`config.mk`:
```
export PLATFORM = sky130hd
export DESIGN_NAME = nsbl_emit_flat
export DESIGN_NICKNAME = d
export VERILOG_FILES = /design/src/hw/rtl/nsbl_pkg.sv /design/src/hw/rtl/nsbl_ifs.sv /design/src/hw/rtl/nsbl_emit.sv /design/src/flat_wrapper.sv
export SDC_FILE = /design/constraint.sdc
export NUM_CORES = 2
export LEC_CHECK = 0
export BUFFER_PORTS_ARGS = -buffer_cell sky130_fd_sc_hd__clkbuf_2
export CAP_MARGIN = 20
export CORE_ASPECT_RATIO = 0.8
export CORE_MARGIN = 4
export CORE_UTILIZATION = 59
export CTS_CLUSTER_DIAMETER = 120
export DETAILED_ROUTE_END_ITERATION = 12
export PLACE_DENSITY = 0.8
export REMOVE_ABC_BUFFERS = 1
export SETUP_SLACK_MARGIN = 0.1
export SYNTH_ARGS = -nofsm -noshare
export SYNTH_HDL_FRONTEND = slang
export SYNTH_SLANG_ARGS = --single-unit
```
`constraint.sdc`:
```
create_clock -name clk -period 4.3 [get_ports clk]
set_clock_uncertainty 0.15 [all_clocks]
set_input_delay 0.645 -clock clk [delete_from_list [all_inputs] [get_ports clk]]
set_output_delay 0.645 -clock clk [all_outputs]
set_load 0.03 [all_outputs]
```
`src/hw/rtl/nsbl_pkg.sv`:
```
package nsbl_pkg;

    // fixed field widths
    localparam int CODE_W  = 32;
    localparam int LABEL_W = 35;
    localparam int CNT_W   = 5;

    // configuration port
    localparam int APB_DW = 32;
    localparam int ADDR_W = 3;

    // largest n-mer the datapath can hold
    localparam int HARD_LIMIT      = 16;
    localparam int MAX_SYMBOLS_DEF = 16;
    localparam int COUNT_RESET     = 16;

    // register indexes (paddr[ADDR_W-1:2])
    localparam logic [ADDR_W-3:0] REG_SYMBOL_COUNT = 1'b0;

    typedef logic [CODE_W-1:0]  code_t;
    typedef logic [LABEL_W-1:0] label_t;
    typedef logic [CNT_W-1:0]   cnt_t;

    // per-position result handed from a lane to the output stage
    typedef struct packed {
        label_t off;   // label minus the term sum
        logic   nz;    // symbol is nonzero
        logic   act;   // position is inside the n-mer
    } lane_res_t;

endpackage

```
`src/hw/rtl/nsbl_ifs.sv`:
```


interface nsbl_out_if
    import nsbl_pkg::*;
();
    logic   valid;
    logic   ready;
    label_t bucket_label;
    logic   last_label;

    modport source (output valid, output bucket_label, output last_label, input ready);
    modport sink (input valid, input bucket_label, input last_label, output ready);
endinterface

```
`src/hw/rtl/nsbl_emit.sv`:
```
module nsbl_emit
    import nsbl_pkg::*;
#(
    parameter int LANES = HARD_LIMIT
)
(
    input  logic              clk,
    input  logic              rst_n,
    input  logic              load,
    input  label_t            total,
    input  lane_res_t         lanes [LANES],
    output logic              take,
    nsbl_out_if.source        label_out
);

    localparam int IW = (LANES > 1) ? $clog2(LANES) : 1;

    label_t           lab_reg [LANES];
    logic [LANES-1:0] pend_reg;
    logic [LANES-1:0] pend_next;
    logic [LANES-1:0] nz_reg;
    logic [LANES-1:0] act_mask;
    logic [LANES-1:0] nz_mask;
    logic [LANES-1:0] src;
    logic [IW-1:0]    pick;
    logic             busy;
    logic             last;
    logic             beat;

    // nonzero positions go out first, each group in position order
    always_comb
    begin
        src  = ((pend_reg & nz_reg) != '0) ? (pend_reg & nz_reg) : pend_reg;
        pick = '0;
        for (int i = LANES - 1; i >= 0; i--)
        begin
            if (src[i])
            begin
                pick = IW'(i);
            end
        end
    end

    always_comb
    begin
        for (int i = 0; i < LANES; i++)
        begin
            act_mask[i] = lanes[i].act;
            nz_mask[i]  = lanes[i].nz;
        end
    end

    assign busy = (pend_reg != '0);
    assign last = ((pend_reg & (pend_reg - LANES'(1))) == '0);
    assign beat = label_out.valid & label_out.ready;
    assign take = !busy || (beat && last);

    assign label_out.valid        = busy;
    assign label_out.bucket_label = lab_reg[pick];
    assign label_out.last_label   = last;

    // pending mask update
    always_comb
    begin
        pend_next = pend_reg;
        if (beat)
        begin
            pend_next[pick] = 1'b0;
        end
        if (load)
        begin
            pend_next = act_mask;
        end
    end

    always_ff @(posedge clk or negedge rst_n)
    begin
        if (!rst_n)
        begin
            pend_reg <= '0;
        end
        else
        begin
            pend_reg <= pend_next;
        end
    end

    // final labels
    always_ff @(posedge clk)
    begin
        if (load)
        begin
            nz_reg <= nz_mask;
            for (int i = 0; i < LANES; i++)
            begin
                lab_reg[i] <= total + lanes[i].off;
            end
        end
    end

    // a new item only replaces a finished one
    a_load_free: assert property (@(posedge clk) disable iff (!rst_n)
        load |-> (!busy || (beat && last)))
        else $error("item loaded over pending labels");

    // the last beat empties the buffer unless a new item arrives
    a_last_drains: assert property (@(posedge clk) disable iff (!rst_n)
        (beat && last && !load) |=> !label_out.valid)
        else $error("labels left after last beat");

    // without a load no pending position reappears
    a_no_refill: assert property (@(posedge clk) disable iff (!rst_n)
        !load |=> ((pend_reg & ~$past(pend_reg)) == '0))
        else $error("pending position appeared without load");

    // each beat retires exactly one position
    a_one_per_beat: assert property (@(posedge clk) disable iff (!rst_n)
        (beat && !load) |=> ($countones(pend_reg) + 1 == $countones($past(pend_reg))))
        else $error("beat did not retire one position");

endmodule

```
`src/flat_wrapper.sv`:
```
// flat-port wrapper written by rule: the top's interface ports become plain ports
module nsbl_emit_flat import nsbl_pkg::*;
#(
    parameter int LANES = HARD_LIMIT
)
  (clk, rst_n, load, total, lanes, take, label_out_valid, label_out_bucket_label, label_out_last_label, label_out_ready);
  nsbl_out_if label_out_i ();
  input  logic clk;
  input  logic rst_n;
  input  logic load;
  input  label_t total;
  input  lane_res_t lanes[LANES];
  output logic take;
  output wire logic [$bits(label_out_i.valid)-1:0] label_out_valid;
  output wire logic [$bits(label_out_i.bucket_label)-1:0] label_out_bucket_label;
  output wire logic [$bits(label_out_i.last_label)-1:0] label_out_last_label;
  input wire logic [$bits(label_out_i.ready)-1:0] label_out_ready;
  assign label_out_valid = label_out_i.valid;
  assign label_out_bucket_label = label_out_i.bucket_label;
  assign label_out_last_label = label_out_i.last_label;
  assign label_out_i.ready = label_out_ready;
  nsbl_emit #(.LANES(LANES)) u_core (.clk(clk), .rst_n(rst_n), .load(load), .total(total), .lanes(lanes), .take(take), .label_out(label_out_i));
endmodule
```
==> metrics <==
FF-to-FF End u_core.pend_reg[0]$_DFFE_PN0P_; endpoint of the worst hold-timing path u_core.nz_reg[15]$_DFFE_PP_; Worst Setup Slack, final -1030 ps; maximum single-stage delay on the critical path between 300 and 400 ps; combinational share of power 37.8%; antenna violation net count after detailed routing 0; routed via count divided by cell count roughly 6.4; most used flip-flop cell after synthesis sky130_fd_sc_hd__edfxtp_1; Port Buffers 668; final RePlAce weighted congestion 1.03; Critical-path top delay cell sky130_fd_sc_hd__dfrtp_1; WP data required about 3500 ps; die extent in x 323 µm; number of detailed-routing iterations run before antenna repair 8; Post-Route Utilization 76.7%; buffer type at the clock tree root sky130_fd_sc_hd__clkbuf_16; power spent charging and discharging nets 0.00746 W; met2 Resource Use GR a little over three fifths; CP cell instances a22o_1 -> a221oi_2 -> and4_1 -> buf_6 -> buf_12 -> buf_8 -> o21ai_2 -> nand4_1 -> buf_4 -> nand2_4 -> a311oi_2 -> and3_4 -> buf_12 -> buf_6 -> a32oi_1 -> o211ai_1 -> a2111oi_4 -> buf_4 -> nand4_1 -> clkbuf_8; area of the core 0.0787 mm²; unrepaired setup endpoints after global routing yes; met1 capacity usage during global routing 55.2%; part of the total power dissipated in the clock network 25.7%; main combinational cell family by area after synthesis compound AO/OA/AOI/OAI gates; most common cell after layout, fill and taps aside sky130_fd_sc_hd__clkbuf_2; Leakage Power 26.8 nW; number of top-level pins 669; drt total wl 178 mm; die extent in y approximately 260 µm; data arrival at the endpoint of the critical path 4530 ps; Hold Vio Cnt, Final 0; synthesized area per cell 10.1 µm²; switching part of the total power 34.0%; CP startpoint kind flip-flop; Tightest Pin Transition 827 ps; Critical Path End Type primary output; r2r worst-path depth 17; status finished with violations; Total Die Area roughly 0.084 mm²; Period Utilization, post-route 124%; number of flops mapped to enable cells by yosys between 500 and 600; count of mapped cells out of synthesis roughly 4700; count of vias placed by the detailed router between 40000 and 50000; synthesized area between 0.04 and 0.05 mm²; sequential fraction of the synthesis area 37.8%; Overflow after GRT 0; Worst Path Class, Setup reg -> out; warnings from Yosys 0; setup_tns -31280 ps; area delta synth->final 28.8%; pin count of the biggest net entering global routing 95; Internal Pwr Total 0.0145 W; grt peak-use layer met2; number of buffers created by CTS 68; CTS tree done; Worst Path Buf+Inv 8; fin nets 7218; commonest cells after routing, fill and taps aside 627 x sky130_fd_sc_hd__clkbuf_2, 624 x sky130_fd_sc_hd__buf_4, 576 x sky130_fd_sc_hd__edfxtp_1; maximum fanout count along the critical path 8; post-synthesis register bit count ~590; post-synthesis cell type count 96; antenna violations before repair 23; Async SR Flop Fraction under 10%; insertion delay to the later sink of the worst-skew pair 640 ps; max-slew violations 0; buffers from clock root to sink, at most 3; maximum ir drop on the vdd rail 0.323 mV; worst slew margin relative to its limit 44.8%; half-perimeter wire length after placement 143 mm; class of the most critical hold timing path in -> reg; R2R setup slack around 750 ps; initial core utilization 59.5%; fraction of synthesized cell area in xor and xnor cells 9.12%; routed wirelength normalized by instance count around 25 µm; adder-cell share of the synthesized area 15.3%; clock slew at the register clock pins of the worst setup and hold paths 70 ps; maximum level of the CTS H-tree 3; number of global-route vias before repair 43900; fraction of final layout cells sized beyond drive strength 1 26.8%; post-synthesis mux area share 0.0214%; Cell Rows slightly above 90; Global Route met3 Usage ~8.7%; violations in the final reports setup timing; part of the total power dissipated in sequential elements 36.5%; shortest period the worst path allows roughly 5300 ps; DRC violations left 0; Hold Startpoint lanes[1]; 1st-iter DRT viols 5054; max FFs per register 560; first-pass GRT wire length 256 mm; startpoint of the lowest-slack register-to-register path u_core.nz_reg[5]$_DFFE_PP_; power density over the cells between 300 and 400 mW/mm²; synthesized-area fraction occupied by ao, oa, aoi and oai cells between 20% and 30%; FMAX ~0.19 GHz; area fraction in and, or, nand and nor cells after synthesis between 10 and 15%; clock net sink count 592; number of cells on the worst hold path 1; GRT Resource Usage Total 40.6%; max-capacitance violation count 0; setup-violating endpoint count in the final report 37; delay-heaviest family, CP buffers and inverters
[final cells by class]
cell class                      count  area, µm²
Timing Repair Buffer             1375       9720
Fill cell                        5474      18300
Tap cell                         1034       1290
Antenna cell                       13       32.5
Clock buffer                       88       1890
Sequential cell                   592      17700
Multi-Input combinational cell   3835      29000
Inverter                          155        582
Clock inverter                     29        193
[worst max-delay path by stage]
stage	startpoint	to	slack, ps	depth (start not counted)
final	u_core.pend_reg[3]$_DFFE_PN0P_	label_out_bucket_label[28]	-1030	20
after global routing	u_core.nz_reg[3]$_DFFE_PP_	label_out_bucket_label[11]	-1140	17
after CTS	u_core.pend_reg[5]$_DFFE_PN0P_	label_out_bucket_label[28]	-940	17
after detailed placement	u_core.nz_reg[2]$_DFFE_PP_	label_out_bucket_label[32]	-920	19
after global placement	u_core.pend_reg[2]$_DFFE_PN0P_	label_out_bucket_label[12]	-1440	15
after floorplan	u_core.pend_reg[5]$_DFFE_PN0P_	label_out_bucket_label[15]	-2130	12
[cells by family after synthesis]
family,Yosys count
adders and majority gates,563
and+or+nand+nor,1161
AOI/OAI and AO/OA,1622
buffers and inverters,236
DFF,592
muxes,1
xor gates and xnor gates,488
[power groups by stage]
stage | Sequential (W) | Combinational (W) | Clock [W]
after detailed placement | 0.00806 | 0.00743 | 0
final | 0.00803 | 0.00830 | 0.00565
after CTS | 0.00798 | 0.00798 | 0.00565
after global placement | 0.00807 | 0.00727 | 0
after global routing | 0.00806 | 0.00882 | 0.00587
after floorplan | 0.00785 | 0.00422 | 0
[layer usage]
layer	share of wire [%]	vias to the layer above
li1	-	20700
met1	39	21700
met2	43	2694
met3	13	517
met4	5.2	22
met5	0.077	-
[worst register-to-register path, cell delays in order, from the launching register on]
cell and delay [ps]:
sky130_fd_sc_hd__edfxtp_1 400, sky130_fd_sc_hd__a22o_1 230, sky130_fd_sc_hd__a221oi_2 210, sky130_fd_sc_hd__and4_1 240, sky130_fd_sc_hd__buf_6 140, sky130_fd_sc_hd__o21a_1 170
sky130_fd_sc_hd__buf_4 120, sky130_fd_sc_hd__o21ai_2 60, sky130_fd_sc_hd__a21boi_2 160, sky130_fd_sc_hd__o2111a_2 280, sky130_fd_sc_hd__buf_6 130, sky130_fd_sc_hd__nor2_8 60
sky130_fd_sc_hd__buf_6 120, sky130_fd_sc_hd__o31a_1 330, sky130_fd_sc_hd__buf_4 150, sky130_fd_sc_hd__buf_4 150, sky130_fd_sc_hd__o21ai_0 200, sky130_fd_sc_hd__o21ai_0 130
[synthesized netlist by cell type, types with 100 or more instances]
cell type | count | area (µm²)
sky130_fd_sc_hd__edfxtp_1 | 576 | 17300
sky130_fd_sc_hd__ha_1 | 544 | 6810
sky130_fd_sc_hd__a21oi_1 | 436 | 2180
sky130_fd_sc_hd__xnor2_1 | 359 | 3140
sky130_fd_sc_hd__nor2_1 | 288 | 1080
sky130_fd_sc_hd__nand2_1 | 275 | 1030
sky130_fd_sc_hd__o21ai_0 | 238 | 1190
sky130_fd_sc_hd__a21o_1 | 187 | 1400
sky130_fd_sc_hd__inv_1 | 155 | 582
sky130_fd_sc_hd__xor2_1 | 129 | 1130
sky130_fd_sc_hd__nand3_1 | 107 | 536
sky130_fd_sc_hd__o21a_1 | 100 | 751
[stage by stage]
stage	setup slack (ps)	hold WS [ps]	instances	power, W	cell area, µm²
after floorplan	-2130	199	4582	0.0121	46500
after global placement	-1440	452	6931	0.0153	56400
after detailed placement	-920	448	6932	0.0155	56400
after CTS	-943	27.3	7088	0.0216	59800
after global routing	-1140	35.9	7115	0.0227	60400
final	-1030	48.0	7121	0.0220	60400
[repair_timing]
| item | in CTS | in global routing |
|---|---|---|
| setup endpoints to repair | 38 | 59 |
| resized for setup | 214 | 85 |
| hold buffers | 1 | 0 |
| pin swaps | 100 | 43 |
| hold endpoints to repair | 16 | 0 |
| buffers inserted | 33 | 19 |
| gates cloned | 5 | 1 |
(Power assumes the default switching activity.)
