--- src/hw/rtl/nsbl_pkg.sv ---
package nsbl_pkg;

    // fixed field widths
    localparam int CODE_W  = 32;
    localparam int LABEL_W = 35;
    localparam int CNT_W   = 5;

    // configuration port
    localparam int APB_DW = 32;
    localparam int ADDR_W = 3;

    // largest n-mer the datapath can hold
    localparam int HARD_LIMIT      = 16;
    localparam int MAX_SYMBOLS_DEF = 16;
    localparam int COUNT_RESET     = 16;

    // register indexes (paddr[ADDR_W-1:2])
    localparam logic [ADDR_W-3:0] REG_SYMBOL_COUNT = 1'b0;

    typedef logic [CODE_W-1:0]  code_t;
    typedef logic [LABEL_W-1:0] label_t;
    typedef logic [CNT_W-1:0]   cnt_t;

    // per-position result handed from a lane to the output stage
    typedef struct packed {
        label_t off;   // label minus the term sum
        logic   nz;    // symbol is nonzero
        logic   act;   // position is inside the n-mer
    } lane_res_t;

endpackage

--- src/hw/rtl/nsbl_lane.sv ---
module nsbl_lane
    import nsbl_pkg::*;
#(
    parameter int LANES = HARD_LIMIT,
    parameter int IDX   = 0
)
(
    input  logic             clk,
    input  logic             rst_n,
    input  logic             adv,
    input  cnt_t             n,
    input  code_t            xm,
    input  code_t            y,
    input  logic [LANES-1:0] zflags,
    output label_t           term,
    output lane_res_t        res
);

    localparam int ZW = $clog2(LANES + 1);

    logic [1:0]     s;
    logic           active;
    logic           nz;
    cnt_t           d;
    logic [5:0]     sh;
    label_t         place;
    label_t         cur;
    label_t         curq;
    code_t          suffix;
    logic [ZW-1:0]  zc;
    label_t         term_new;
    label_t         prod;

    label_t         term_reg;
    code_t          suf_reg;
    logic [ZW-1:0]  zc_reg;
    label_t         prod_reg;
    logic           nz_a_reg;
    logic           act_a_reg;
    label_t         off_b_reg;
    logic           nz_b_reg;
    logic           act_b_reg;
    label_t         off_c_reg;
    logic           nz_c_reg;
    logic           act_c_reg;

    // symbol, place value and suffix of this position
    always_comb
    begin
        s      = y[CODE_W-1-2*IDX -: 2];
        active = (CNT_W'(IDX) < n);
        nz     = (s != 2'b00);
        d      = n - CNT_W'(1) - CNT_W'(IDX);
        sh     = {d, 1'b0};
        place  = LABEL_W'(1) << sh;
        cur    = LABEL_W'(s) << sh;
        curq   = cur >> 2;
        suffix = xm & (CODE_W'(place) - CODE_W'(1));
    end

    // zeros seen at earlier positions
    always_comb
    begin
        zc = '0;
        for (int k = 0; k < LANES; k++)
        begin
            if (k < IDX)
            begin
                zc = zc + ZW'(zflags[k]);
            end
        end
    end

    // per-position term and zero-count correction
    always_comb
    begin
        if (!active)
        begin
            term_new = '0;
        end
        else if (nz)
        begin
            term_new = place + LABEL_W'(curq * d);
        end
        else
        begin
            term_new = LABEL_W'(suffix);
        end
        prod = LABEL_W'(cur * zc);
    end

    // stage a: products registered
    always_ff @(posedge clk)
    begin
        if (adv)
        begin
            term_reg <= term_new;
            suf_reg  <= suffix;
            zc_reg   <= zc;
            prod_reg <= prod;
        end
    end

    // stage b: label offset, stage c: aligned with the total sum
    always_ff @(posedge clk)
    begin
        if (adv)
        begin
            off_b_reg <= LABEL_W'(suf_reg) - prod_reg + LABEL_W'(zc_reg)
                         + LABEL_W'(1) - term_reg;
            off_c_reg <= off_b_reg;
        end
    end

    // flags through the stages
    always_ff @(posedge clk or negedge rst_n)
    begin
        if (!rst_n)
        begin
            nz_a_reg  <= 1'b0;
            act_a_reg <= 1'b0;
            nz_b_reg  <= 1'b0;
            act_b_reg <= 1'b0;
            nz_c_reg  <= 1'b0;
            act_c_reg <= 1'b0;
        end
        else if (adv)
        begin
            nz_a_reg  <= nz & active;
            act_a_reg <= active;
            nz_b_reg  <= nz_a_reg;
            act_b_reg <= act_a_reg;
            nz_c_reg  <= nz_b_reg;
            act_c_reg <= act_b_reg;
        end
    end

    assign term = term_reg;
    assign res  = {off_c_reg, nz_c_reg, act_c_reg};

endmodule

--- config.mk ---
export PLATFORM = sky130hd
export DESIGN_NAME = nsbl_lane
export DESIGN_NICKNAME = d
export VERILOG_FILES = /design/src/hw/rtl/nsbl_pkg.sv /design/src/hw/rtl/nsbl_lane.sv
export SDC_FILE = /design/constraint.sdc
export NUM_CORES = 1
export LEC_CHECK = 0
export ABC_AREA = 1
export BUFFER_PORTS_ARGS = -buffer_cell sky130_fd_sc_hd__buf_2
export CORE_MARGIN = 8
export CORE_UTILIZATION = 40
export CTS_BUF_LIST = sky130_fd_sc_hd__clkbuf_2
export CTS_CLUSTER_SIZE = 8
export DETAILED_ROUTE_END_ITERATION = 8
export PLACE_DENSITY_LB_ADDON = 0.2
export SLEW_MARGIN = 25
export SYNTH_ARGS = -nofsm -noshare
export SYNTH_HDL_FRONTEND = slang
export SYNTH_SLANG_ARGS = --single-unit
--- constraint.sdc ---
create_clock -name clk -period 3.5 [get_ports clk]
set_input_delay 0.525 -clock clk [delete_from_list [all_inputs] [get_ports clk]]
set_output_delay 0.525 -clock clk [all_outputs]
set_load 0.02 [all_outputs]
==> impl_results.html <==
<table>
<tr><th>Metric</th><th>Value</th></tr>
<tr><th colspan="2">Status</th></tr>
<tr><td>Run status</td><td>complete, but fails checks</td></tr>
<tr><td>Violated checks</td><td>setup timing</td></tr>
<tr><th colspan="2">Synth</th></tr>
<tr><td>Netlist cell types</td><td>50</td></tr>
<tr><td>Number of flops mapped to enable cells by yosys</td><td>about 140</td></tr>
<tr><td>Post-synth ARST share</td><td>about 4.2%</td></tr>
<tr><td>Post-synthesis average cell area</td><td>approximately 8.6 µm²</td></tr>
<tr><td>Post-synthesis cell area</td><td>13,700 µm²</td></tr>
<tr><td>Post-synthesis sequential area ratio</td><td>31.2%</td></tr>
<tr><td>Area contributors post-synth</td><td>sky130_fd_sc_hd__edfxtp_1, sky130_fd_sc_hd__fa_1, sky130_fd_sc_hd__ha_1, sky130_fd_sc_hd__inv_1, sky130_fd_sc_hd__nand2_1</td></tr>
<tr><td>Predominant post-synthesis flop cell</td><td>sky130_fd_sc_hd__edfxtp_1</td></tr>
<tr><td>Yosys top cell area share</td><td>between 30 and 40%</td></tr>
<tr><td>Synthesized flop and latch total</td><td>roughly 140</td></tr>
<tr><td>Synth warn</td><td>0</td></tr>
<tr><td>Dominant cell type by area after synthesis</td><td>sky130_fd_sc_hd__edfxtp_1</td></tr>
<tr><td>Synthesized instance count</td><td>~1,600</td></tr>
<tr><th colspan="2">Drt</th></tr>
<tr><td>Total vias in the final route</td><td>11,900</td></tr>
<tr><td>Post-route DRC violation count</td><td>0</td></tr>
<tr><td>Number of antenna-violating nets in the routed design</td><td>0</td></tr>
<tr><td>Pre-antenna DRT Iters</td><td>5</td></tr>
<tr><td>Initial DRC Count</td><td>430</td></tr>
<tr><td>Total Routed Length</td><td>between 40,000 and 50,000 µm</td></tr>
<tr><td>Wirelength per Cell</td><td>~16 µm</td></tr>
<tr><td>Vias per Instance</td><td>~4.7</td></tr>
<tr><th colspan="2">Placed design</th></tr>
<tr><td>Number of buffers inserted by port buffering</td><td>roughly 110</td></tr>
<tr><td>Routability congestion estimate from global placement</td><td>between 0.9 and 1</td></tr>
<tr><td>Post-Place Worst Slack</td><td>-1.57 ns</td></tr>
<tr><td>Placed instance area</td><td>between 15,000 and 20,000 µm²</td></tr>
<tr><td>Hpwl dp</td><td>between 30,000 and 40,000 µm</td></tr>
<tr><th colspan="2">Critical path</th></tr>
<tr><td>Slowest stage cell on the critical path</td><td>sky130_fd_sc_hd__fa_1</td></tr>
<tr><td>Maximum single-stage delay on the critical path</td><td>approximately 0.56 ns</td></tr>
<tr><td>Kind of capture point of the worst setup path</td><td>register</td></tr>
<tr><td>CP Class</td><td>in2reg</td></tr>
<tr><td>Largest fanout on the critical path</td><td>7</td></tr>
<tr><td>Critical Path RT</td><td>between 4 and 5 ns</td></tr>
<tr><td>Most used cell, CP</td><td>sky130_fd_sc_hd__inv_2</td></tr>
<tr><td>Startpoint Class</td><td>input port</td></tr>
<tr><td>Cell chain of the critical path</td><td>buf_12 -&gt; inv_12 -&gt; ha_4 -&gt; buf_4 -&gt; nor3_4 -&gt; inv_2 -&gt; buf_4 -&gt; nor2_4 -&gt; fa_1 -&gt; fa_1 -&gt; inv_2 -&gt; fa_1 -&gt; inv_2 -&gt; ha_4 -&gt; nand2_4 -&gt; buf_12 -&gt; nor2_4 -&gt; nand2_2 -&gt; inv_2 -&gt; nand4_1 -&gt; buf_4 -&gt; nand4_1 -&gt; nand3_1 -&gt; o21ai_1</td></tr>
<tr><td>Critical path arrival</td><td>4.51 ns</td></tr>
<tr><th colspan="2">Timing</th></tr>
<tr><td>Final number of hold-violating endpoints</td><td>0</td></tr>
<tr><td>Accumulated negative setup slack</td><td>-8.47 ns</td></tr>
<tr><td>RSZ-0062 raised after global routing</td><td>true</td></tr>
<tr><td>Crit path time final</td><td>slightly below 4 ns</td></tr>
<tr><td>Total setup violations reported at the end of the flow</td><td>27</td></tr>
<tr><td>Number of pins with negative max-slew slack in the final report</td><td>0</td></tr>
<tr><td>Worst-case clock skew</td><td>between 0.05 and 0.06 ns</td></tr>
<tr><td>Post-route fraction of the period consumed by the critical path</td><td>112%</td></tr>
<tr><td>Post-route setup slack</td><td>-0.411 ns</td></tr>
<tr><td>Tightest Pin Transition</td><td>between 0.8 and 0.9 ns</td></tr>
<tr><td>Relative slew margins</td><td>a little under half</td></tr>
<tr><td>Fmax</td><td>between 200 and 300 MHz</td></tr>
<tr><th colspan="2">Final layout</th></tr>
<tr><td>Layout overhead on the synthesized area</td><td>39.7%</td></tr>
<tr><td>Final standard cell utilization of the core</td><td>56.9%</td></tr>
<tr><td>Post-layout net count</td><td>between 2,000 and 2,500</td></tr>
<tr><td>Layout cells sized above 1</td><td>about a third</td></tr>
<tr><td>Final Instance Area</td><td>around 19,000 µm²</td></tr>
<tr><td>Leading cell type in the layout, fill and taps excluded</td><td>sky130_fd_sc_hd__inv_1</td></tr>
<tr><td>Number of inserted filler cells in the final layout</td><td>about 3,000</td></tr>
<tr><td>Most frequent cells in the layout</td><td>sky130_fd_sc_hd__inv_1, sky130_fd_sc_hd__buf_4, sky130_fd_sc_hd__nand2_1, sky130_fd_sc_hd__edfxtp_1, sky130_fd_sc_hd__buf_2</td></tr>
<tr><th colspan="2">Die</th></tr>
<tr><td>Die Footprint</td><td>between 40,000 and 50,000 µm²</td></tr>
<tr><td>Number of top-level design ports</td><td>160</td></tr>
<tr><td>Number of core rows</td><td>67</td></tr>
<tr><td>Initial Util</td><td>40.7%</td></tr>
<tr><td>Width of the die</td><td>between 200 and 250 µm</td></tr>
<tr><td>Vertical die dimension</td><td>201 µm</td></tr>
<tr><td>Core footprint</td><td>between 30,000 and 40,000 µm²</td></tr>
<tr><th colspan="2">Clocking</th></tr>
<tr><td>Register clock-pin slew on the reported worst setup and hold paths</td><td>~0.26 ns</td></tr>
<tr><td>Total CTS buffers</td><td>17</td></tr>
<tr><td>H-tree lvl count</td><td>4</td></tr>
<tr><td>Clock insertion delay at the later pin of the skew report</td><td>~0.77 ns</td></tr>
<tr><td>Max Root-Sink Buffers</td><td>2</td></tr>
<tr><td>Sinks on the clock net</td><td>143</td></tr>
<tr><td>CTS Root Buffer Type</td><td>sky130_fd_sc_hd__clkbuf_2</td></tr>
<tr><td>CTS tree</td><td>built</td></tr>
<tr><th colspan="2">Global route</th></tr>
<tr><td>Total global-route track usage</td><td>20.2%</td></tr>
<tr><td>Total gr overflow</td><td>0</td></tr>
<tr><td>Number of antenna violations at the first check in global routing</td><td>1</td></tr>
<tr><td>First-pass GRT wire length</td><td>64,100 µm</td></tr>
<tr><td>Number of global-route vias before repair</td><td>around 12,000</td></tr>
<tr><td>Largest net degree at the start of global routing</td><td>91</td></tr>
<tr><th colspan="2">Power</th></tr>
<tr><td>Total power divided by cell area</td><td>a little under 600 nW/µm²</td></tr>
<tr><td>Leakage dissipation</td><td>about 9 nW</td></tr>
<tr><td>Largest voltage drop on the vdd net</td><td>roughly 0.00027 V</td></tr>
<tr><td>Total chip power</td><td>between 10 and 15 mW</td></tr>
<tr><th colspan="2">Run</th></tr>
<tr><td>Number of max-capacitance violations reported</td><td>0</td></tr>
<tr><th colspan="2">Min path</th></tr>
<tr><td>Hold Crit Class</td><td>in2reg</td></tr>
</table>
-- where the power goes --
part | internal [mW] | total, mW | switching (mW)
registers | 2.63 | 2.82 | 0.187
logic | 3.11 | 7.49 | 4.37
clock network | 0.201 | 0.845 | 0.643
-- cell usage after synthesis, drive strengths merged, types with 5 or more instances --
cell / instances
a21o: 5
nor3: 41
ha: 124
nand3b: 5
nand4: 19
a21boi: 6
o21ai: 80
dfrtp: 6
inv: 346
nand2: 275
a21oi: 103
xor2: 22
nand3: 79
buf: 13
o21a: 5
fa: 109
nor2: 158
and3: 5
o21bai: 7
xnor2: 20
edfxtp: 137
o22ai: 7
-- cell families after synthesis --
group,after synthesis,synth area share [%]
compound gates,222,8.92
flops,143,31.2
fa+ha+maj,233,27.3
buf+inv,364,10.3
other cells,2,0.0549
simple gates,592,19.6
xor+xnor,42,2.69
-- layout make-up --
class / count / area (µm²) / area share [%]
clock buffer: 17 / 85.1 / 0.445
multi-input combinational: 1183 / 9970 / 52.1
inverter: 347 / 1350 / 7.03
tap: 448 / 561 / 2.93
antenna: 1 / 2.50 / 0.0131
timing repair buffer: 374 / 2770 / 14.5
sequential: 143 / 4260 / 22.3
clock inverter: 15 / 125 / 0.654
-- final timing paths --
kind                                         startpoint                 endpoint  slack [ns]  depth (start not counted)
worst max-delay path                               n[0]   term[20]$_SDFFCE_PP0P_       -0.41                         24
worst min-delay path                             xm[26]   term[26]$_SDFFCE_PP0P_        0.09                          3
worst max register to register    term[1]$_SDFFCE_PP0P_  off_b_reg[31]$_DFFE_PP_        0.28                         10
worst min register to register  off_b_reg[22]$_DFFE_PP_  off_c_reg[22]$_DFFE_PP_        0.45                          0
max in group asynchronous                         rst_n     nz_c_reg$_DFFE_PN0P_        2.65                          3
min in group asynchronous                         rst_n     nz_b_reg$_DFFE_PN0P_        0.65                          3
-- routing by layer --
metal	vias up	GRT usage (%)	routed length [µm]
met4	0	8.96	1750
met3	80	2.42	1400
li1	6009	-	-
met2	246	36.4	21000
met1	5605	23.7	17000
met5	-	0	0
-- through the flow --
step | hold slack, ns | instances
after detailed placement | 0.354 | 2432
after floorplan | 0.229 | 1690
after global routing | 0.0123 | 2528
after global placement | 0.350 | 2432
after CTS | 0.00195 | 2496
final | 0.0892 | 2528
-- critical path: cells and delay by family --
family | cells | cell delay [ns]
buffers and inverters | 10 | 1.05
and+or+nand+nor | 8 | 0.69
AOI/OAI and AO/OA | 1 | 0.09
adders and majority gates | 5 | 2.14
-- repair_timing --
action | in CTS | in global routing
setup buffers | 22 | 32
setup endpoints to repair | 27 | 28
pin swaps | 55 | 74
hold buffers | 10 | 0
hold endpoints to repair | 14 | 0
gates resized for setup | 124 | 110
Power figures use the tool's default switching activity.
