File: config.mk
export PLATFORM = sky130hd
export DESIGN_NAME = nsbl_sum
export DESIGN_NICKNAME = d
export VERILOG_FILES = /design/src/hw/rtl/nsbl_pkg.sv /design/src/hw/rtl/nsbl_sum.sv
export SDC_FILE = /design/constraint.sdc
export NUM_CORES = 1
export LEC_CHECK = 0
export BUFFER_PORTS_ARGS = -buffer_cell sky130_fd_sc_hd__buf_4
export CAP_MARGIN = 20
export CELL_PAD_IN_SITES_DETAIL_PLACEMENT = 0
export CELL_PAD_IN_SITES_GLOBAL_PLACEMENT = 1
export CORE_MARGIN = 8
export CORE_UTILIZATION = 24
export CTS_BUF_LIST = sky130_fd_sc_hd__clkbuf_4 sky130_fd_sc_hd__clkbuf_8
export DETAILED_ROUTE_END_ITERATION = 16
export PLACE_DENSITY = 0.54
export SLEW_MARGIN = 20
export SYNTH_ARGS = -nofsm -noshare
export SYNTH_HDL_FRONTEND = slang
export SYNTH_SLANG_ARGS = --single-unit
File: constraint.sdc
create_clock -name clk -period 4.4 [get_ports clk]
set_input_delay 0.44 -clock clk [delete_from_list [all_inputs] [get_ports clk]]
set_output_delay 0.44 -clock clk [all_outputs]
set_load 0.1 [all_outputs]
File: src/hw/rtl/nsbl_pkg.sv
package nsbl_pkg;

    // fixed field widths
    localparam int CODE_W  = 32;
    localparam int LABEL_W = 35;
    localparam int CNT_W   = 5;

    // configuration port
    localparam int APB_DW = 32;
    localparam int ADDR_W = 3;

    // largest n-mer the datapath can hold
    localparam int HARD_LIMIT      = 16;
    localparam int MAX_SYMBOLS_DEF = 16;
    localparam int COUNT_RESET     = 16;

    // register indexes (paddr[ADDR_W-1:2])
    localparam logic [ADDR_W-3:0] REG_SYMBOL_COUNT = 1'b0;

    typedef logic [CODE_W-1:0]  code_t;
    typedef logic [LABEL_W-1:0] label_t;
    typedef logic [CNT_W-1:0]   cnt_t;

    // per-position result handed from a lane to the output stage
    typedef struct packed {
        label_t off;   // label minus the term sum
        logic   nz;    // symbol is nonzero
        logic   act;   // position is inside the n-mer
    } lane_res_t;

endpackage

File: src/hw/rtl/nsbl_sum.sv
module nsbl_sum
    import nsbl_pkg::*;
#(
    parameter int LANES = HARD_LIMIT
)
(
    input  logic   clk,
    input  logic   adv,
    input  label_t terms [LANES],
    output label_t total
);

    localparam int GROUPS = (LANES + 3) / 4;

    label_t grp_next [GROUPS];
    label_t grp_reg  [GROUPS];
    label_t total_next;
    label_t total_reg;

    // first level: sums of four lanes
    always_comb
    begin
        for (int g = 0; g < GROUPS; g++)
        begin
            grp_next[g] = '0;
            for (int j = 0; j < 4; j++)
            begin
                if (g * 4 + j < LANES)
                begin
                    grp_next[g] = grp_next[g] + terms[g*4+j];
                end
            end
        end
    end

    // second level: sum of the groups
    always_comb
    begin
        total_next = '0;
        for (int g = 0; g < GROUPS; g++)
        begin
            total_next = total_next + grp_reg[g];
        end
    end

    always_ff @(posedge clk)
    begin
        if (adv)
        begin
            grp_reg   <= grp_next;
            total_reg <= total_next;
        end
    end

    assign total = total_reg;

endmodule

==> results of run 1 <==
-- layer usage --
layer	wire length (µm)	share of wire	vias up
li1	-	-	9509
met1	32520	0.42	9351
met2	39660	0.51	458
met3	4882	0.063	15
met4	296	0.0038	0
met5	0	0	-
-- worst reg2reg max path: cells and delay by family, from the launching register on --
family | cells | cell delay (ps)
DFF | 1 | 370
adders and majority gates | 4 | 1330
buffers and inverters | 4 | 380
AOI/OAI and AO/OA | 6 | 1580
and+or+nand+nor | 1 | 60
xor gates and xnor gates | 1 | 90
-- cell type report --
| type | instances | area [µm²] |
|---|---|---|
| Antenna cell | 1 | 2.502 |
| Clock buffer | 19 | 249.0 |
| Clock inverter | 13 | 137.6 |
| Fill cell | 11030 | 70280 |
| Inverter | 935 | 3510 |
| Multi-Input combinational cell | 1529 | 15470 |
| Sequential cell | 175 | 5255 |
| Tap cell | 1368 | 1712 |
| Timing Repair Buffer | 622 | 4688 |
-- metrics by stage --
stage / cell area (µm²) / util / cells / hold slack [ps] / power, mW
3_3_place_gp: 30630 / 0.3024 / 4629 / 554.0 / 27.05
4_1_cts: 31020 / 0.3062 / 4661 / 153.2 / 28.29
2_1_floorplan: 24390 / - / 2677 / 525.6 / 20.64
3_5_place_dp: 30630 / 0.3024 / 4629 / 563.8 / 26.89
5_1_grt: 31020 / 0.3062 / 4662 / 151.6 / 31.03
6_report: 31020 / 0.3062 / 4662 / 229.1 / 27.95
-- worst max-delay path by stage --
stage | from | end | slack [ps] | cells after the start
floorplan | terms[141] | grp_reg[62]$_DFFE_PP_ | 640 | 15
global placement | terms[1] | grp_reg[31]$_DFFE_PP_ | 40 | 15
detailed placement | terms[0] | grp_reg[31]$_DFFE_PP_ | 50 | 15
CTS | grp_reg[36]$_DFFE_PP_ | total[27]$_DFFE_PP_ | 360 | 16
global route | grp_reg[71]$_DFFE_PP_ | total[27]$_DFFE_PP_ | 50 | 16
finish | grp_reg[36]$_DFFE_PP_ | total[27]$_DFFE_PP_ | 350 | 16
-- power groups by stage --
stage | Clock (mW) | Sequential [mW] | Combinational (mW)
finish | 1.19 | 4.23 | 22.5
global route | 1.33 | 4.34 | 25.4
CTS | 1.27 | 4.31 | 22.7
detailed placement | 0 | 4.34 | 22.6
global placement | 0 | 4.34 | 22.7
floorplan | 0 | 5.27 | 15.4
-- logic make-up (layout without fill, tap and decap cells) --
family	Yosys count	count (layout)	synth area share
XOR/XNOR	168	168	0.06033
multiplexers	1	1	0.0004104
AND/OR/NAND/NOR	350	350	0.07095
buffers and inverters	973	1589	0.1502
flip-flops	175	175	0.2155
AO/OA/AOI/OAI	500	500	0.1363
adder cells (fa/ha/maj)	510	510	0.3663
other	0	1	0
-- cell usage after synthesis, types with 6 or more instances --
cell type / n
and2_1: 8
o21a_1: 29
xnor2_1: 123
nand4_1: 26
ha_1: 170
a211o_1: 6
edfxtp_1: 175
fa_1: 340
clkbuf_1: 34
a211oi_1: 27
xor2_1: 45
nor3_1: 14
nor2b_1: 25
nand2b_1: 12
o21ai_0: 83
a21o_1: 74
nand3_1: 43
o21ai_1: 7
nand2_1: 86
a21oi_1: 149
inv_1: 935
o211ai_1: 17
nor2_1: 86
a31oi_1: 19
o21bai_1: 21
and3_1: 19
==> impl_metrics.py, run 1 <==
metrics = {
    "worst_setup_path": {
        "crit_path_max_fanout": 5,
        "critPathBufInv": 4,
        "regToRegSetupSlack_ps": 350,
        "slowest_delay_ps": 540,
        "cp_cell_sequence": "inv_1 -> fa_1 -> fa_1 -> inv_1 -> ha_1 -> inv_1 -> fa_1 -> nor2b_1 -> o31a_1 -> o21ai_0 -> a21oi_1 -> buf_4 -> o21ai_0 -> o211ai_1 -> a21oi_1 -> xnor2_1",
        "required_ps": 4650,
        "crit_type": "reg2reg",
        "r2r_cells": 16,
        "reg2reg_to": "total[27]$_DFFE_PP_",
        "worstSetupStartpointType": "flop",
        "endpoint_kind": "flop",
        "slowest_stage": "o21ai_0",
        "cp.arrival_ps": 4300,
        "crit_family": "compound AO/OA/AOI/OAI gates",
        "rr_startpoint": "grp_reg[36]$_DFFE_PP_",
    },
    "clocking": {
        "cts_buffers": 17,
        "clkLatencyLatePin_ps": 510,
        "hold_buffers": 0,
        "root_buffer": "clkbuf_8",
        "cts_sinks": 175,
        "cts_resized": 0,
        "htree_levels": 4,
        "postCtsSetupBuffers": 0,
        "clockBufferDepth": 2,
        "cts_tree": "built",
        "clkTransAtPathRegs_ps": 100,
    },
    "sta": {
        "setup_violations": 0,
        "hold_violations": 0,
        "rsz0062_at_grt": "false",
        "setup_slack_ps": 351.1,
        "tns_ps": 0,
        "tightestPinTransition_ps": 760.6,
        "relSlewSlack": 0.4929,
        "fin_crit_ps": 4049,
        "slew_viol_final": 0,
        "skew_ps": 16.17,
        "fin_crit_sh": 0.9202,
        "fmax_ghz": 0.2470,
    },
    "yosys": {
        "syn_inst": 2677,
        "synth_seq_area_share": 0.2155,
        "ys_ff_latch": 175,
        "syn_avg_cell_area_um2": 9.110,
        "ys_types": 77,
        "yosysTopAreaCell": "fa_1",
        "postSynth.asyncResetShare": 0,
        "netlist.area_leader.share": 0.2791,
        "synth-warning-count": 0,
        "synth_ff_type": "edfxtp_1",
        "synth_fp_nets": 3749,
        "synth_edf_count": 175,
        "yosys-top-cells-area": "fa_1 28%, edfxtp_1 22%, inv_1 14%",
        "synth_area_um2": 24390,
    },
    "die": {
        "ios": 597,
        "start_util": 0.2407,
        "fp.dieH_um": 334.8,
        "row_count": 117,
        "core_area_um2": 101300,
        "die_area_um2": 112100,
        "die_w_um": 334.8,
    },
    "power": {
        "p_per_area_nw_per_um2": 901.0,
        "ir_worst_vdd_uv": 865.3,
        "leakage_nw": 16.18,
        "p_int_mw": 13.33,
        "power.switching_mw": 14.62,
        "seq_power_share": 0.151,
        "power_frac_comb": 0.806,
        "clkPwrFrac": 0.042,
        "p_sw_frac": 0.5229,
    },
    "global_route": {
        "grt_max_degree": 84,
        "grt_pass1_vias": 21020,
        "grt_antenna_before_repair": 1,
        "grt_util_met1": 0.1679,
        "grtUsageTotal": 0.1362,
        "grt_use_met3": 0.03613,
        "use_met2": 0.2467,
        "grt.busiest_layer": "met2",
        "grt_first_pass_wirelength_mm": 118.3,
        "overflow": 0,
    },
    "routing": {
        "drtIter0Drc": 838,
        "wire_per_inst_um": 16.59,
        "viasPerCell": 4.147,
        "wl_mm": 77.35,
        "firstDrtPassIters": 5,
        "vias": 19330,
        "drc_errors": 0,
        "route.antenna.remaining_nets": 0,
    },
    "hold_path": {
        "min_to": "grp_reg[70]$_DFFE_PP_",
        "holdPathStages": 2,
        "hold_start": "terms[385]",
        "hold_path.class": "in2reg",
    },
    "final_layout": {
        "final_cell_mix": "935 x inv_1, 620 x buf_4, 340 x fa_1",
        "fin_nets": 4352,
        "final_common_cell": "inv_1",
        "largest_register_ff_count": 140,
        "areaGrowthSynthToFinish_pct": 27.21,
        "drive_gt1_frac": 0.2062,
    },
    "place": {
        "port_buffers": 596,
        "dp_hpwl_mm": 69.06,
        "place_ws_ps": 53.63,
        "routabilityCongestion": 0.8178,
    },
    "job": {
        "max_cap_violations": 0,
    },
    "outcome": {
        "status": "finished clean",
    },
}
Power figures use the tool's default switching activity.
==> run 2: changes to the inputs <==
==> constraint.sdc (replaced) <==
create_clock -name clk -period 4.15 [get_ports clk]
set_input_delay 0.415 -clock clk [delete_from_list [all_inputs] [get_ports clk]]
set_output_delay 0.415 -clock clk [all_outputs]
set_load 0.1 [all_outputs]
==> impl_metrics.py, run 2 (synthesis gave the netlist of run 1 again) <==
metrics = {
    "power": {
        "ir_worst_vdd_uv": 784.8,
        "finalPower_mw": 30.41,
        "p_per_area_nw_per_um2": 966.5,
        "leakage_nw": 16.46,
    },
    "clocking": {
        "cts_resized": 0,
        "cts_buffers": 17,
        "clockBufferDepth": 2,
        "clkLatencyLatePin_ps": 510,
        "hold_buffers": 0,
        "clkTransAtPathRegs_ps": 110,
        "cts_sinks": 175,
        "root_buffer": "clkbuf_8",
        "htree_levels": 4,
        "postCtsSetupBuffers": 0,
        "cts_tree": "built",
    },
    "worst_setup_path": {
        "crit_path_max_fanout": 5,
        "cp.arrival_ps": 4190,
        "slowest_stage": "or4b_1",
        "required_ps": 4400,
        "cp_cell_sequence": "inv_1 -> fa_1 -> fa_1 -> inv_1 -> ha_1 -> a21oi_1 -> o21ai_0 -> or4b_1 -> o21a_1 -> a41oi_2 -> o21ai_0 -> xor2_1",
        "endpoint_kind": "flop",
        "slowest_delay_ps": 520,
        "crit_type": "reg2reg",
        "worstSetupStartpointType": "flop",
    },
    "routing": {
        "drtIter0Drc": 745,
        "firstDrtPassIters": 5,
        "viasPerCell": 4.124,
        "route.antenna.remaining_nets": 0,
        "wl_mm": 77.55,
        "wire_per_inst_um": 16.44,
        "drc_errors": 0,
        "vias": 19450,
    },
    "final_layout": {
        "fin_nets": 4407,
        "final_common_cell": "inv_1",
        "final_cell_mix": "935 x inv_1, 675 x buf_4, 340 x fa_1",
        "areaGrowthSynthToFinish_pct": 29.02,
        "stdcell_area_um2": 31470,
        "largest_register_ff_count": 140,
        "fin_cells": 4717,
        "drive_gt1_frac": 0.2195,
    },
    "place": {
        "dp_hpwl_mm": 69.72,
        "routabilityCongestion": 0.8271,
        "dp.cells": 4684,
        "placed_cell_area_um2": 31050,
        "port_buffers": 596,
    },
    "sta": {
        "tns_ps": 0,
        "slew_viol_final": 0,
        "setup_violations": 0,
        "tightestPinTransition_ps": 734.4,
        "relSlewSlack": 0.5104,
        "fin_crit_ps": 3947,
        "hold_violations": 0,
        "fmax_ghz": 0.2534,
        "skew_ps": 16.48,
        "fin_crit_sh": 0.9510,
        "rsz0062_at_grt": "true",
    },
    "die": {
        "fp.dieH_um": 334.8,
        "start_util": 0.2407,
        "die_area_um2": 112100,
        "die_w_um": 334.8,
        "ios": 597,
        "row_count": 117,
        "core_area_um2": 101300,
    },
    "global_route": {
        "grt_first_pass_wirelength_mm": 118.2,
        "grt_pass1_vias": 20950,
        "overflow": 0,
        "grt_max_degree": 82,
        "grt_antenna_before_repair": 1,
        "grtUsageTotal": 0.1362,
    },
    "hold_path": {
        "hold_path.class": "in2reg",
    },
    "job": {
        "max_cap_violations": 0,
    },
    "outcome": {
        "status": "finished clean",
    },
}
==> run 2: area by class of cell <==
| class | instances | area, µm² |
|---|---|---|
| fillers | 11100 | 69840 |
| multi-input cells | 1529 | 15480 |
| flip-flops and latches | 175 | 5255 |
| repair buffers | 677 | 5101 |
| inverters | 935 | 3510 |
| well taps | 1368 | 1712 |
| clock buffers | 18 | 241.5 |
| clock inverters | 14 | 166.4 |
| diodes | 1 | 2.502 |
==> run 2: metrics by stage <==
stage | hold WS, ps | utilization | setup WS, ps
after CTS | 135.3 | 0.3105 | 182.9
after global placement | 542.2 | 0.3065 | -49.97
after global routing | 142.4 | 0.3106 | -40.91
after floorplan | 525.6 | - | 419.7
final | 207.2 | 0.3106 | 203.2
after detailed placement | 544.7 | 0.3065 | -47.70
==> run 2: power by group <==
group	leakage [nW]	switching, mW	internal [mW]
combinational	14.5	14.5	10.1
clock	0.207	0.714	0.603
sequential	1.71	0.407	4.06
==> run 2: critical path, delay by kind of cell (launching register included) <==
kind | cells | cell delay (ps)
flip-flops | 1 | 440
adder cells (fa/ha/maj) | 3 | 1270
XOR/XNOR | 1 | 180
buffers and inverters | 2 | 140
AO/OA/AOI/OAI | 5 | 1140
AND/OR/NAND/NOR | 1 | 520
==> run 2: path summary, 6_finish.rpt <==
path | from | endpoint | slack (ps) | cells past startpoint
hold reg to reg | grp_reg[105]$_DFFE_PP_ | total[0]$_DFFE_PP_ | 570 | 1
hold / removal | terms[385] | grp_reg[70]$_DFFE_PP_ | 210 | 2
setup reg to reg | grp_reg[51]$_DFFE_PP_ | total[33]$_DFFE_PP_ | 200 | 12
setup / recovery | grp_reg[51]$_DFFE_PP_ | total[33]$_DFFE_PP_ | 200 | 12
==> run 2: routing by layer <==
| layer | GRT usage | share of wire |
|---|---|---|
| met1 | 0.1663 | 0.42 |
| met2 | 0.2468 | 0.51 |
| met3 | 0.03717 | 0.062 |
| met4 | 0.01262 | 0.0064 |
| met5 | 0 | 0 |
==> run 3: changes to the inputs <==
--- a/config.mk
+++ b/config.mk
@@ -6,14 +6,13 @@
 export NUM_CORES = 1
 export LEC_CHECK = 0
 export BUFFER_PORTS_ARGS = -buffer_cell sky130_fd_sc_hd__buf_4
-export CAP_MARGIN = 20
 export CELL_PAD_IN_SITES_DETAIL_PLACEMENT = 0
 export CELL_PAD_IN_SITES_GLOBAL_PLACEMENT = 1
 export CORE_MARGIN = 8
-export CORE_UTILIZATION = 24
+export CORE_UTILIZATION = 42
 export CTS_BUF_LIST = sky130_fd_sc_hd__clkbuf_4 sky130_fd_sc_hd__clkbuf_8
 export DETAILED_ROUTE_END_ITERATION = 16
-export PLACE_DENSITY = 0.54
+export PLACE_DENSITY_LB_ADDON = 0.1
 export SLEW_MARGIN = 20
 export SYNTH_ARGS = -nofsm -noshare
 export SYNTH_HDL_FRONTEND = slang
==> impl_metrics.py, run 3 (synthesis gave the netlist of run 1 again) <==
metrics = {
    "power": {
        "ir_worst_vdd_uv": 923.3,
        "leakage_nw": 16.25,
        "p_per_area_nw_per_um2": 975.5,
    },
    "hold_path": {
        "hold_path.class": "in2reg",
        "hold_start": "terms[245]",
        "min_to": "grp_reg[35]$_DFFE_PP_",
        "holdPathStages": 2,
    },
    "die": {
        "start_util": 0.4235,
        "core_area_um2": 57590,
        "ios": 597,
        "die_area_um2": 66030,
        "die_w_um": 257.0,
        "row_count": 88,
        "fp.dieH_um": 257.0,
    },
    "place": {
        "routabilityCongestion": 0.8709,
        "port_buffers": 596,
        "dp_hpwl_mm": 61.89,
        "placed_cell_area_um2": 29990,
        "dp.cells": 4042,
    },
    "worst_setup_path": {
        "r2r_cells": 13,
        "reg2reg_to": "total[30]$_DFFE_PP_",
        "regToRegSetupSlack_ps": 200,
        "crit_type": "reg2reg",
        "worstSetupStartpointType": "flop",
        "crit_path_max_fanout": 4,
        "required_ps": 4450,
        "cp.arrival_ps": 4250,
        "endpoint_kind": "flop",
        "rr_startpoint": "grp_reg[38]$_DFFE_PP_",
    },
    "sta": {
        "relSlewSlack": 0.5261,
        "hold_violations": 0,
        "rsz0062_at_grt": "false",
        "fin_crit_sh": 0.9515,
        "setup_violations": 0,
        "tightestPinTransition_ps": 710.8,
        "fin_crit_ps": 3949,
        "fmax_ghz": 0.2532,
        "skew_ps": 17.64,
        "slew_viol_final": 0,
    },
    "final_layout": {
        "areaGrowthSynthToFinish_pct": 24.54,
        "largest_register_ff_count": 140,
        "nFillCells": 5462,
        "final_common_cell": "inv_1",
        "final_cell_mix": "935 x inv_1, 637 x buf_4, 340 x fa_1",
        "stdcell_area_um2": 30370,
        "drive_gt1_frac": 0.2107,
        "fin_nets": 4368,
        "fin_cells": 4076,
    },
    "clocking": {
        "clkTransAtPathRegs_ps": 100,
        "clockBufferDepth": 2,
        "cts_tree": "built",
        "cts_buffers": 17,
        "hold_buffers": 0,
        "clkLatencyLatePin_ps": 500,
        "htree_levels": 4,
        "cts_sinks": 175,
        "root_buffer": "clkbuf_8",
    },
    "routing": {
        "viasPerCell": 4.815,
        "route.antenna.remaining_nets": 0,
        "drc_errors": 0,
        "firstDrtPassIters": 5,
        "drtIter0Drc": 1076,
        "vias": 19620,
        "wire_per_inst_um": 16.85,
        "wl_mm": 68.69,
    },
    "global_route": {
        "grt_first_pass_wirelength_mm": 108.6,
        "grtUsageTotal": 0.2059,
        "overflow": 0,
        "grt_pass1_vias": 21240,
        "grt_max_degree": 83,
        "grt_antenna_before_repair": 3,
    },
    "job": {
        "max_cap_violations": 0,
    },
    "outcome": {
        "status": "finished clean",
    },
}
run 3: worst max path at each step:
stage	slack, ps	start	end	cells past startpoint
global placement	30	terms[285]	grp_reg[98]$_DFFE_PP_	14
CTS	100	grp_reg[36]$_DFFE_PP_	total[27]$_DFFE_PP_	16
global route	20	grp_reg[38]$_DFFE_PP_	total[30]$_DFFE_PP_	13
detailed placement	-80	terms[141]	grp_reg[68]$_DFFE_PP_	16
finish	200	grp_reg[38]$_DFFE_PP_	total[30]$_DFFE_PP_	13
floorplan	420	terms[141]	grp_reg[62]$_DFFE_PP_	15
run 3: repair_timing:
action | 4_1_cts | 5_1_grt
setup buffers | 0 | 0
resized for setup | 0 | 5
setup endpoints to repair | 0 | 6
run 3: where the power goes:
group	leakage, nW	internal, mW	switching, mW	total, mW
Clock	0.187	0.493	0.682	1.17
Sequential	1.71	4.05	0.385	4.44
Combinational	14.3	9.80	14.2	24.0
run 3: stage by stage:
step	total power, mW	TNS [ps]	setup WS, ps	hold WS [ps]	utilization
after CTS	29.77	0	99.26	169.2	0.5272
after global placement	28.34	0	33.63	598.7	0.5208
final	29.63	0	201.3	211.6	0.5274
after floorplan	21.89	0	419.7	525.6	-
after detailed placement	28.46	-156.4	-76.24	593.9	0.5208
after global routing	32.66	0	18.25	180.5	0.5274
run 3: critical path, stage by stage (launching register included):
cell,delay (ps)
edfxtp_1,420
inv_1,100
fa_1,430
fa_1,490
inv_1,50
ha_1,330
o21a_1,140
a21oi_1,80
o2111ai_1,310
nand3_1,220
and3_4,250
o41ai_4,490
nand3_1,130
a211oi_1,300
run 3: final cells by class:
type	count	area [µm²]	area share
inverters	935	3510	0.1156
well taps	765	957.2	0.03151
multi-input cells	1529	15470	0.5095
clock inverters	13	131.4	0.004325
repair buffers	638	4796	0.1579
diodes	3	7.507	0.0002472
flip-flops and latches	175	5255	0.1730
clock buffers	18	241.5	0.007951
run 3: metal layers:
metal / global-route usage / routed length [µm] / vias up
met3: 0.03034 / 2794 / 50
met5: 0 / 0 / -
li1: - / - / 9550
met1: 0.2471 / 27890 / 9587
met2: 0.3875 / 36930 / 437
met4: 0.04053 / 1081 / 0
